$ cat src/rtl/pcmppt_pkg.sv
// ----------------------------------------------------------------------------
// pcmppt_pkg
// Shared types and constants of the PCM position and period tracker: request
// and result payloads, register indexes, operation codes and the interface of
// the shared divider.
// ----------------------------------------------------------------------------
`default_nettype none

package pcmppt_pkg;

    // Operation codes of an input request
    localparam logic [1:0] OP_TICK    = 2'd0;
    localparam logic [1:0] OP_QUERY   = 2'd1;
    localparam logic [1:0] OP_RESTART = 2'd2;
    localparam logic [1:0] OP_RSVD    = 2'd3;

    // Configuration register indexes
    localparam int unsigned CFG_IDX_W = 2;
    localparam int unsigned CFG_DATA_W = 17;
    localparam logic [CFG_IDX_W-1:0] CFG_SAMPLE_RATE   = 2'd0;
    localparam logic [CFG_IDX_W-1:0] CFG_BUFFER_FRAMES = 2'd1;
    localparam logic [CFG_IDX_W-1:0] CFG_PERIOD_FRAMES = 2'd2;

    // Register reset values
    localparam logic [15:0] SAMPLE_RATE_RESET   = 16'd48000;
    localparam logic [16:0] BUFFER_FRAMES_RESET = 17'd4096;
    localparam logic [15:0] PERIOD_FRAMES_RESET = 16'd1024;

    // Default block parameters
    localparam int unsigned TICKS_PER_SECOND_DEF  = 1000;
    localparam int unsigned MAX_BUFFER_FRAMES_DEF = 65536;

    localparam logic [9:0] PENDING_MAX = 10'd1023;

    // Shared divider widths
    localparam int unsigned DIV_NUM_W = 33;
    localparam int unsigned DIV_DEN_W = 32;

    typedef struct packed {
        logic [1:0]  op;
        logic [15:0] delta_ticks;
    } in_item_t;

    typedef struct packed {
        logic [15:0] position_frames;
        logic [9:0]  periods_elapsed;
        logic [15:0] next_timeout_ticks;
    } out_item_t;

    typedef struct packed {
        logic                 start;
        logic [DIV_NUM_W-1:0] dividend;
        logic [DIV_DEN_W-1:0] divisor;
    } div_req_t;

    typedef struct packed {
        logic                 busy;
        logic                 done;
        logic [DIV_NUM_W-1:0] quotient;
        logic [DIV_DEN_W-1:0] remainder;
    } div_rsp_t;

endpackage

`default_nettype wire

$ cat src/rtl/pcmppt_div.sv
// ----------------------------------------------------------------------------
// pcmppt_div
// Shared restoring divider: one quotient bit per cycle; done pulses for one
// cycle with quotient and remainder valid.
// ----------------------------------------------------------------------------
`default_nettype none

module pcmppt_div
    import pcmppt_pkg::*;
(
    input  wire logic     clk,
    input  wire logic     rst_n,
    input  wire div_req_t req,
    output div_rsp_t      rsp
);

    localparam int unsigned CNT_W = $clog2(DIV_NUM_W);
    localparam logic [CNT_W-1:0] LAST_STEP = CNT_W'(DIV_NUM_W - 1);

    logic                 busy_reg, busy_next;
    logic                 done_reg, done_next;
    logic [CNT_W-1:0]     cnt_reg, cnt_next;
    logic [DIV_NUM_W-1:0] quo_reg, quo_next;
    logic [DIV_DEN_W-1:0] rem_reg, rem_next;
    logic [DIV_DEN_W-1:0] den_reg, den_next;

    logic [DIV_DEN_W:0]   shifted;
    logic [DIV_DEN_W+1:0] diff;
    logic                 fits;

    assign shifted = {rem_reg, quo_reg[DIV_NUM_W-1]};
    assign diff    = {1'b0, shifted} - {2'b00, den_reg};
    assign fits    = ~diff[DIV_DEN_W+1];

    always_comb
    begin
        busy_next = busy_reg;
        done_next = 1'b0;
        cnt_next  = cnt_reg;
        quo_next  = quo_reg;
        rem_next  = rem_reg;
        den_next  = den_reg;
        if (req.start)
        begin
            busy_next = 1'b1;
            cnt_next  = '0;
            quo_next  = req.dividend;
            rem_next  = '0;
            den_next  = req.divisor;
        end
        else if (busy_reg)
        begin
            // subtract where the divisor fits, shift in the quotient bit
            rem_next = fits ? diff[DIV_DEN_W-1:0] : shifted[DIV_DEN_W-1:0];
            quo_next = {quo_reg[DIV_NUM_W-2:0], fits};
            cnt_next = cnt_reg + CNT_W'(1);
            if (cnt_reg == LAST_STEP)
            begin
                busy_next = 1'b0;
                done_next = 1'b1;
            end
        end
    end

    always_ff @(posedge clk or negedge rst_n)
    begin
        if (!rst_n)
        begin
            busy_reg <= 1'b0;
            done_reg <= 1'b0;
            cnt_reg  <= '0;
        end
        else
        begin
            busy_reg <= busy_next;
            done_reg <= done_next;
            cnt_reg  <= cnt_next;
        end
    end

    always_ff @(posedge clk)
    begin
        quo_reg <= quo_next;
        rem_reg <= rem_next;
        den_reg <= den_next;
    end

    assign rsp.busy      = busy_reg;
    assign rsp.done      = done_reg;
    assign rsp.quotient  = quo_reg;
    assign rsp.remainder = rem_reg;

endmodule

`default_nettype wire

$ cat src/rtl/pcm_position_period_tracker.sv
// ----------------------------------------------------------------------------
// pcm_position_period_tracker
// Virtual ring buffer play position and period tracker, sequenced around one
// shared bit-serial divider.
// ----------------------------------------------------------------------------
//  channel | direction | handshake           | payload
//  --------+-----------+---------------------+--------------------------------
//  in      | input     | in_valid / in_stall | in_item_t (op, delta_ticks)
//  out     | output    | out_valid/out_stall | out_item_t (position, periods,
//          |           |                     |   timeout)
//  cfg     | input     | cfg_write           | cfg_index, cfg_data
//
//  One request at a time: three divisions (position wrap, period split,
//  timeout) plus single steps; no boundary crossed skips the split, zero
//  delta, restart or the unused op also skip the wrap, a zero buffer skips
//  only the wrap and a zero rate skips the timeout division.
//  Reset clears the state at once; there is no clearing pass.
//  in_stall is high from acceptance until the result is loaded into the
//  output register; a stalled output holds its result and the next request
//  is taken meanwhile.
// ----------------------------------------------------------------------------
`default_nettype none

module pcm_position_period_tracker
    import pcmppt_pkg::*;
#(
    parameter int unsigned TICKS_PER_SECOND  = TICKS_PER_SECOND_DEF,
    parameter int unsigned MAX_BUFFER_FRAMES = MAX_BUFFER_FRAMES_DEF
)
(
    input  wire logic                  clk,
    input  wire logic                  rst_n,
    input  wire logic                  in_valid,
    output logic                       in_stall,
    input  wire in_item_t              in_data,
    output logic                       out_valid,
    input  wire logic                  out_stall,
    output out_item_t                  out_data,
    input  wire logic                  cfg_write,
    input  wire logic [CFG_IDX_W-1:0]  cfg_index,
    input  wire logic [CFG_DATA_W-1:0] cfg_data
);

    // Scaled constants: ticks per second, buffer cap and reset remainder
    localparam logic [31:0] TPS_C        = 32'(TICKS_PER_SECOND);
    localparam logic [16:0] MAX_BUF_C    = 17'(MAX_BUFFER_FRAMES);
    localparam logic [31:0] REM_RESET_C  = 32'(int'(PERIOD_FRAMES_RESET) * TICKS_PER_SECOND);

    // Frame position by reciprocal multiply: the scaled position stays below
    // 2^POS_W, and a reciprocal rounded up with this shift is exact there
    localparam int unsigned POS_W       = 26;
    localparam int unsigned FRAME_SHIFT = POS_W + $clog2(TICKS_PER_SECOND);
    localparam logic [63:0] FRAME_RECIP_W =
        ((64'd1 << FRAME_SHIFT) + 64'(TICKS_PER_SECOND) - 64'd1) / 64'(TICKS_PER_SECOND);
    localparam logic [POS_W+1:0] FRAME_RECIP_C = FRAME_RECIP_W[POS_W+1:0];

    // Sequencer states
    localparam logic [3:0] S_IDLE = 4'd0;
    localparam logic [3:0] S_MUL  = 4'd1;
    localparam logic [3:0] S_MOD  = 4'd2;
    localparam logic [3:0] S_MODW = 4'd3;
    localparam logic [3:0] S_PER  = 4'd4;
    localparam logic [3:0] S_PERW = 4'd5;
    localparam logic [3:0] S_POS  = 4'd6;
    localparam logic [3:0] S_TMO  = 4'd8;
    localparam logic [3:0] S_TMOW = 4'd9;
    localparam logic [3:0] S_DONE = 4'd10;

    logic [3:0]  state_reg, state_next;

    // Configuration registers
    logic [15:0] rate_reg, rate_next;
    logic [16:0] buf_reg, buf_next;
    logic [15:0] period_reg, period_next;

    // Tracker state
    logic [31:0] pos_reg, pos_next;
    logic [31:0] rem_reg, rem_next;
    logic [9:0]  pend_reg, pend_next;

    // Request working registers
    logic [1:0]  op_reg, op_next;
    logic [15:0] ticks_reg, ticks_next;
    logic [31:0] d_reg, d_next;
    logic [31:0] fbs_reg, fbs_next;
    logic [31:0] fps_reg, fps_next;
    logic [15:0] frame_reg, frame_next;
    logic [15:0] tmo_reg, tmo_next;

    // Output register
    logic        out_valid_reg, out_valid_next;
    out_item_t   out_data_reg, out_data_next;

    div_req_t    div_req;
    div_rsp_t    div_rsp;

    logic [16:0] buf_eff;
    logic [15:0] period_eff;
    logic [10:0] pend_sum;
    logic        pend_sat;
    logic        out_free;
    logic [2*POS_W+1:0] frame_prod;

    pcmppt_div u_div
    (
        .clk   (clk),
        .rst_n (rst_n),
        .req   (div_req),
        .rsp   (div_rsp)
    );

    // Clamp the buffer size, treat a zero period as one frame
    assign buf_eff    = (buf_reg > MAX_BUF_C) ? MAX_BUF_C : buf_reg;
    assign period_eff = (period_reg == 16'd0) ? 16'd1 : period_reg;

    // Saturating add of the crossed periods into the pending count
    assign pend_sum = {1'b0, pend_reg} + {1'b0, div_rsp.quotient[9:0]};
    assign pend_sat = (|div_rsp.quotient[DIV_NUM_W-1:10]) || pend_sum[10];

    // Scaled position times the reciprocal of the ticks per second
    assign frame_prod = {{(POS_W+2){1'b0}}, pos_reg[POS_W-1:0]}
                      * {{POS_W{1'b0}}, FRAME_RECIP_C};

    // Output register can take a new result
    assign out_free = !out_valid_reg || !out_stall;

    assign in_stall  = (state_reg != S_IDLE);
    assign out_valid = out_valid_reg;
    assign out_data  = out_data_reg;

    // Configuration writes
    always_comb
    begin
        rate_next   = rate_reg;
        buf_next    = buf_reg;
        period_next = period_reg;
        if (cfg_write)
        begin
            unique case (cfg_index)
                CFG_SAMPLE_RATE:   rate_next   = cfg_data[15:0];
                CFG_BUFFER_FRAMES: buf_next    = cfg_data;
                CFG_PERIOD_FRAMES: period_next = cfg_data[15:0];
                default:           ;
            endcase
        end
    end

    // Sequencer
    always_comb
    begin
        state_next     = state_reg;
        pos_next       = pos_reg;
        rem_next       = rem_reg;
        pend_next      = pend_reg;
        op_next        = op_reg;
        ticks_next     = ticks_reg;
        d_next         = d_reg;
        fbs_next       = fbs_reg;
        fps_next       = fps_reg;
        frame_next     = frame_reg;
        tmo_next       = tmo_reg;
        out_valid_next = out_valid_reg && out_stall;
        out_data_next  = out_data_reg;
        div_req.start    = 1'b0;
        div_req.dividend = '0;
        div_req.divisor  = '0;

        unique case (state_reg)
            S_IDLE:
            begin
                // take the next request
                if (in_valid)
                begin
                    op_next    = in_data.op;
                    ticks_next = in_data.delta_ticks;
                    state_next = S_MUL;
                end
            end
            S_MUL:
            begin
                // advance amount and scaled buffer and period sizes
                d_next   = 32'(ticks_reg) * 32'(rate_reg);
                fbs_next = 32'(buf_eff) * TPS_C;
                fps_next = 32'(period_eff) * TPS_C;
                state_next = S_MOD;
            end
            S_MOD:
            begin
                if (op_reg == OP_RESTART)
                begin
                    pos_next   = '0;
                    rem_next   = fps_reg;
                    pend_next  = '0;
                    state_next = S_POS;
                end
                else if (op_reg == OP_RSVD || ticks_reg == 16'd0)
                begin
                    // no advance
                    state_next = S_POS;
                end
                else if (fbs_reg == 32'd0)
                begin
                    // zero buffer: hold the position at zero
                    pos_next   = '0;
                    state_next = S_PER;
                end
                else
                begin
                    // wrap the advanced position into the buffer
                    div_req.start    = 1'b1;
                    div_req.dividend = {1'b0, pos_reg} + {1'b0, d_reg};
                    div_req.divisor  = fbs_reg;
                    state_next       = S_MODW;
                end
            end
            S_MODW:
            begin
                if (div_rsp.done)
                begin
                    pos_next   = div_rsp.remainder;
                    state_next = S_PER;
                end
            end
            S_PER:
            begin
                if (rem_reg > d_reg)
                begin
                    rem_next   = rem_reg - d_reg;
                    state_next = S_POS;
                end
                else
                begin
                    // split the overshoot into whole periods and a remainder
                    div_req.start    = 1'b1;
                    div_req.dividend = {1'b0, d_reg - rem_reg};
                    div_req.divisor  = fps_reg;
                    state_next       = S_PERW;
                end
            end
            S_PERW:
            begin
                if (div_rsp.done)
                begin
                    // one more period than whole periods in the overshoot
                    rem_next   = fps_reg - div_rsp.remainder;
                    pend_next  = (pend_sat || pend_sum[9:0] == PENDING_MAX)
                               ? PENDING_MAX : pend_sum[9:0] + 10'd1;
                    state_next = S_POS;
                end
            end
            S_POS:
            begin
                // whole frames of the scaled position
                frame_next = frame_prod[FRAME_SHIFT +: 16];
                state_next = S_TMO;
            end
            S_TMO:
            begin
                if (rate_reg == 16'd0)
                begin
                    tmo_next   = 16'hFFFF;
                    state_next = S_DONE;
                end
                else
                begin
                    // rounded-up ticks to the next boundary
                    div_req.start    = 1'b1;
                    div_req.dividend = {1'b0, rem_reg} + {17'd0, rate_reg} - 33'd1;
                    div_req.divisor  = {16'd0, rate_reg};
                    state_next       = S_TMOW;
                end
            end
            S_TMOW:
            begin
                if (div_rsp.done)
                begin
                    tmo_next   = (|div_rsp.quotient[DIV_NUM_W-1:16])
                               ? 16'hFFFF : div_rsp.quotient[15:0];
                    state_next = S_DONE;
                end
            end
            S_DONE:
            begin
                // load the result once the output register is free
                if (out_free)
                begin
                    out_valid_next                   = 1'b1;
                    out_data_next.position_frames    = frame_reg;
                    out_data_next.periods_elapsed    = pend_reg;
                    out_data_next.next_timeout_ticks = tmo_reg;
                    if (op_reg == OP_TICK)
                    begin
                        pend_next = '0;
                    end
                    state_next = S_IDLE;
                end
            end
            default:
            begin
                state_next = S_IDLE;
            end
        endcase
    end

    always_ff @(posedge clk or negedge rst_n)
    begin
        if (!rst_n)
        begin
            state_reg     <= S_IDLE;
            rate_reg      <= SAMPLE_RATE_RESET;
            buf_reg       <= BUFFER_FRAMES_RESET;
            period_reg    <= PERIOD_FRAMES_RESET;
            pos_reg       <= '0;
            rem_reg       <= REM_RESET_C;
            pend_reg      <= '0;
            out_valid_reg <= 1'b0;
        end
        else
        begin
            state_reg     <= state_next;
            rate_reg      <= rate_next;
            buf_reg       <= buf_next;
            period_reg    <= period_next;
            pos_reg       <= pos_next;
            rem_reg       <= rem_next;
            pend_reg      <= pend_next;
            out_valid_reg <= out_valid_next;
        end
    end

    always_ff @(posedge clk)
    begin
        op_reg       <= op_next;
        ticks_reg    <= ticks_next;
        d_reg        <= d_next;
        fbs_reg      <= fbs_next;
        fps_reg      <= fps_next;
        frame_reg    <= frame_next;
        tmo_reg      <= tmo_next;
        out_data_reg <= out_data_next;
    end

    // An accepted request always starts the sequencer
    a_accept_starts: assert property (@(posedge clk) disable iff (!rst_n)
        (in_valid && !in_stall) |=> (state_reg == S_MUL))
        else $error("accepted request did not start the sequencer");

    // The divider is never restarted while a division runs
    a_div_no_overlap: assert property (@(posedge clk) disable iff (!rst_n)
        div_req.start |-> !div_rsp.busy)
        else $error("divider started while busy");

    // A new result only comes from the final sequencer step
    a_result_from_done: assert property (@(posedge clk) disable iff (!rst_n)
        $rose(out_valid_reg) |-> ($past(state_reg) == S_DONE))
        else $error("output loaded outside the final step");

    // A division result is only awaited in a wait state
    a_done_in_wait: assert property (@(posedge clk) disable iff (!rst_n)
        div_rsp.done |-> (state_reg == S_MODW || state_reg == S_PERW
                          || state_reg == S_TMOW))
        else $error("division finished outside a wait state");

endmodule

`default_nettype wire

$ cat config.mk
export PLATFORM = sky130hd
export DESIGN_NAME = pcm_position_period_tracker
export DESIGN_NICKNAME = d
export VERILOG_FILES = /design/src/rtl/pcmppt_pkg.sv /design/src/rtl/pcmppt_div.sv /design/src/rtl/pcm_position_period_tracker.sv
export SDC_FILE = /design/constraint.sdc
export NUM_CORES = 2
export LEC_CHECK = 0
export BUFFER_PORTS_ARGS = -buffer_cell sky130_fd_sc_hd__buf_2
export CAP_MARGIN = 20
export CORE_UTILIZATION = 60
export CTS_BUF_LIST = sky130_fd_sc_hd__clkbuf_8
export DETAILED_ROUTE_END_ITERATION = 16
export PLACE_DENSITY = 0.77
export SYNTH_ARGS = -nofsm -noshare
export SYNTH_HDL_FRONTEND = slang
export SYNTH_SLANG_ARGS = --single-unit
$ cat constraint.sdc
create_clock -name clk -period 6.75 [get_ports clk]
set_input_delay 0.3375 -clock clk [delete_from_list [all_inputs] [get_ports clk]]
set_output_delay 0.3375 -clock clk [all_outputs]
set_load 0.02 [all_outputs]
==> results_dict.tcl <==
set metrics [dict create \
    status "complete, but fails checks" \
    violations "design-rule violations, negative setup slack" \
    worstSkewPairLatency_ns 0.71 \
    crit_path_end_kind "flop" \
    die_w_um 288 \
    via_per_inst 5.83 \
    crit_slowest_cell "fa_1" \
    final_common_cell "inv_1" \
    fin_crit_sh_pct 102 \
    syn_to_final_growth_pct 10.4 \
    clock-root-buffer "clkbuf_8" \
    crit_fanout 5 \
    dp_hpwl_mm 117 \
    grt_util_all_layers_pct 35.0 \
    cts_buffer_depth 3 \
    fin_worst_skew_ns 0.0518 \
    placed_area_um2 51900 \
    arrival_ns 7.33 \
    grt_pass1_vias 39400 \
    post-route-cell-area_um2 54200 \
    vias 38500 \
    hold_viol 0 \
    hp-start "cfg_data[15]" \
    ys_seq_area_share_pct 22.4 \
    yosysWarnings 0 \
    tightestPinTransition_ns 1.17 \
    r2r-start "pos_reg[23]" \
    rows 104 \
    ioPinCount 86 \
    layout_common_cells "1,066 x inv_1, 685 x ha_1, 520 x fa_1" \
    overflow 0 \
    grt_antenna_before_repair 2 \
    holdPathEnd "rate_reg[15]" \
    max_freq_mhz 145 \
    regToRegSetupSlack_ns -0.16 \
    ff2ff_path_depth 23 \
    cts_tree "yes" \
    path_cells "fa_1, inv_1, fa_1, fa_1, inv_1, fa_1, fa_1, inv_1, fa_1, inv_1, fa_1, ha_1, nand4_1, or3_4, or4_4, a211oi_4, nor4_4, o31a_1, o21ai_4, and3_4, or3_1, a31oi_1, xnor2_1" \
    finalMaxSlewViolations 0 \
    yosysUniqueCellTypes 85 \
    drtIter0Drc 3235 \
    wl_per_cell_um 21.5 \
    postSynthAreaPerCell_um2 9.40 \
    path_class "reg -> reg" \
    wl_mm 142 \
    grt_pass1_wl_mm 221 \
    max_stage_delay_ns 0.53 \
    drive_above_1_share_pct 10.1 \
    die_area_um2 83000 \
    fin_ws_ns -0.159 \
    reg2reg_to "frame_reg[15]" \
    rsz0062_at_grt "true" \
    start_util_pct 60.8 \
    fin_util_pct 67.1 \
    worst-path-buf-inv 4 \
    gp_congestion 1.04 \
    largest_reg_flops 42 \
    fin_crit_ns 6.91 \
    drv_cap 0 \
    core_area_um2 80800 \
    ys.flop_type "edfxtp_1" \
    ant_nets 0 \
    numCtsBuffers 75 \
    io_buffers 85 \
    drtPass1Iterations 14 \
    async_flop_share_pct 34.1 \
    synth_edf_count 231 \
    holdWs_ns 0.0372 \
    crit_family "adder cells" \
    grt_max_degree 77 \
    hp-class "in -> reg" \
    finalSetupTns_ns -0.759 \
    htreeDepth 3 \
    drcViolationCount 4 \
    die_h_um 288 \
    relSlewSlack_pct 20.7 \
    critPathMostFrequentCell "fa_1" \
    synth_cells 5226 \
    nets 6741 \
    synth_fp_nets 6482 \
    crit_required_ns 7.17 \
    startpoint_type "flop" \
    clk_pin_slew_ns 0.06 \
    hold_depth 3 \
    setup_violations 8 \
    ys_ff_latch 399 \
    clkSinkCount 399 \
    synth_area_um2 49100 \
]
==> final cells by class <==
cell class              instances  area (um^2)
well taps                    1060         1330
fillers                      6390        26600
multi-input cells            3620        33800
diodes                          1         2.50
flip-flops and latches        399        11000
clock buffers                  82         1130
clock inverters                56          519
repair buffers                339         2460
inverters                    1050         3940
==> worst max-delay path by stage <==
stage | from | endpoint | slack (ns) | depth (start not counted)
after floorplan | pos_reg[23] | frame_reg[15] | 0.006 | 23
after global routing | pos_reg[23] | frame_reg[15] | -0.34 | 25
after global placement | pos_reg[23] | frame_reg[15] | -0.29 | 23
after CTS | pos_reg[23] | frame_reg[15] | -0.28 | 23
final | pos_reg[23] | frame_reg[15] | -0.16 | 23
after detailed placement | pos_reg[23] | frame_reg[15] | -0.37 | 23
==> through the flow <==
stage               instances  setup WS (ns)
finish                   6607         -0.159
global route             6607         -0.339
CTS                      6590         -0.280
detailed placement       6415         -0.365
global placement         6415         -0.289
floorplan                5226        0.00595
==> synth_stat cells, drive strengths merged (10+ instances only) <==
| master | count | share of area (%) |
|---|---|---|
| nor3 | 49 | 0.50 |
| a221oi | 22 | 0.39 |
| buf | 29 | 0.28 |
| a21o | 114 | 1.7 |
| nand2 | 437 | 3.3 |
| and3 | 28 | 0.36 |
| mux2 | 33 | 0.76 |
| nor2b | 32 | 0.41 |
| nor2 | 247 | 1.9 |
| nand3 | 34 | 0.35 |
| nor4 | 31 | 0.41 |
| clkbuf | 128 | 0.98 |
| or3 | 14 | 0.18 |
| o21a | 43 | 0.66 |
| nand2b | 51 | 0.65 |
| dfrtp | 121 | 6.2 |
| edfxtp | 231 | 14 |
| mux2i | 17 | 0.35 |
| nand4 | 37 | 0.47 |
| a211oi | 35 | 0.55 |
| a31oi | 33 | 0.43 |
| xnor2 | 179 | 3.2 |
| o31a | 11 | 0.20 |
| dfxtp | 32 | 1.3 |
| a21oi | 281 | 2.9 |
| or2 | 15 | 0.19 |
| o21bai | 46 | 0.71 |
| and2 | 108 | 1.4 |
| inv | 1049 | 8.0 |
| xor2 | 77 | 1.4 |
| ha | 692 | 18 |
| a22oi | 18 | 0.28 |
| o21ai | 225 | 2.3 |
| a22o | 10 | 0.18 |
| a222oi | 26 | 0.53 |
| dfstp | 15 | 0.80 |
| o211ai | 20 | 0.32 |
| fa | 522 | 21 |
==> repair_timing <==
item                                    in CTS  in global routing
resized for setup                            7                 41
hold buffers                                33                  0
endpoints found under the hold margin      115                  0
endpoints found under the setup margin      11                 22
pin swaps                                   10                 26
buffers inserted                             4                 16
==> layer usage <==
metal	track usage (%)	share of wire, %	vias up
li1	-	-	17800
met1	44.7	40	18700
met2	57.9	47	1563
met3	5.44	7.3	401
met4	17.3	5.7	2
met5	0	0.011	-
==> worst min-delay path, cell delays in order <==
cell     delay (ns)
buf_2          0.18
nand2_1        0.11
o21ai_0        0.09
==> kinds of logic after synthesis <==
family                   after synthesis  synth area share, %
adder cells (fa/ha/maj)             1214                 38.9
buffers and inverters               1207                 9.29
AND/OR/NAND/NOR                     1107                 10.5
AO/OA/AOI/OAI                        993                 13.2
flip-flops                           399                 22.4
XOR/XNOR                             256                 4.57
multiplexers                          50                 1.10
Power is not shown: default switching activity piles up to over one toggle a cycle in this logic, so the estimate is an artifact.
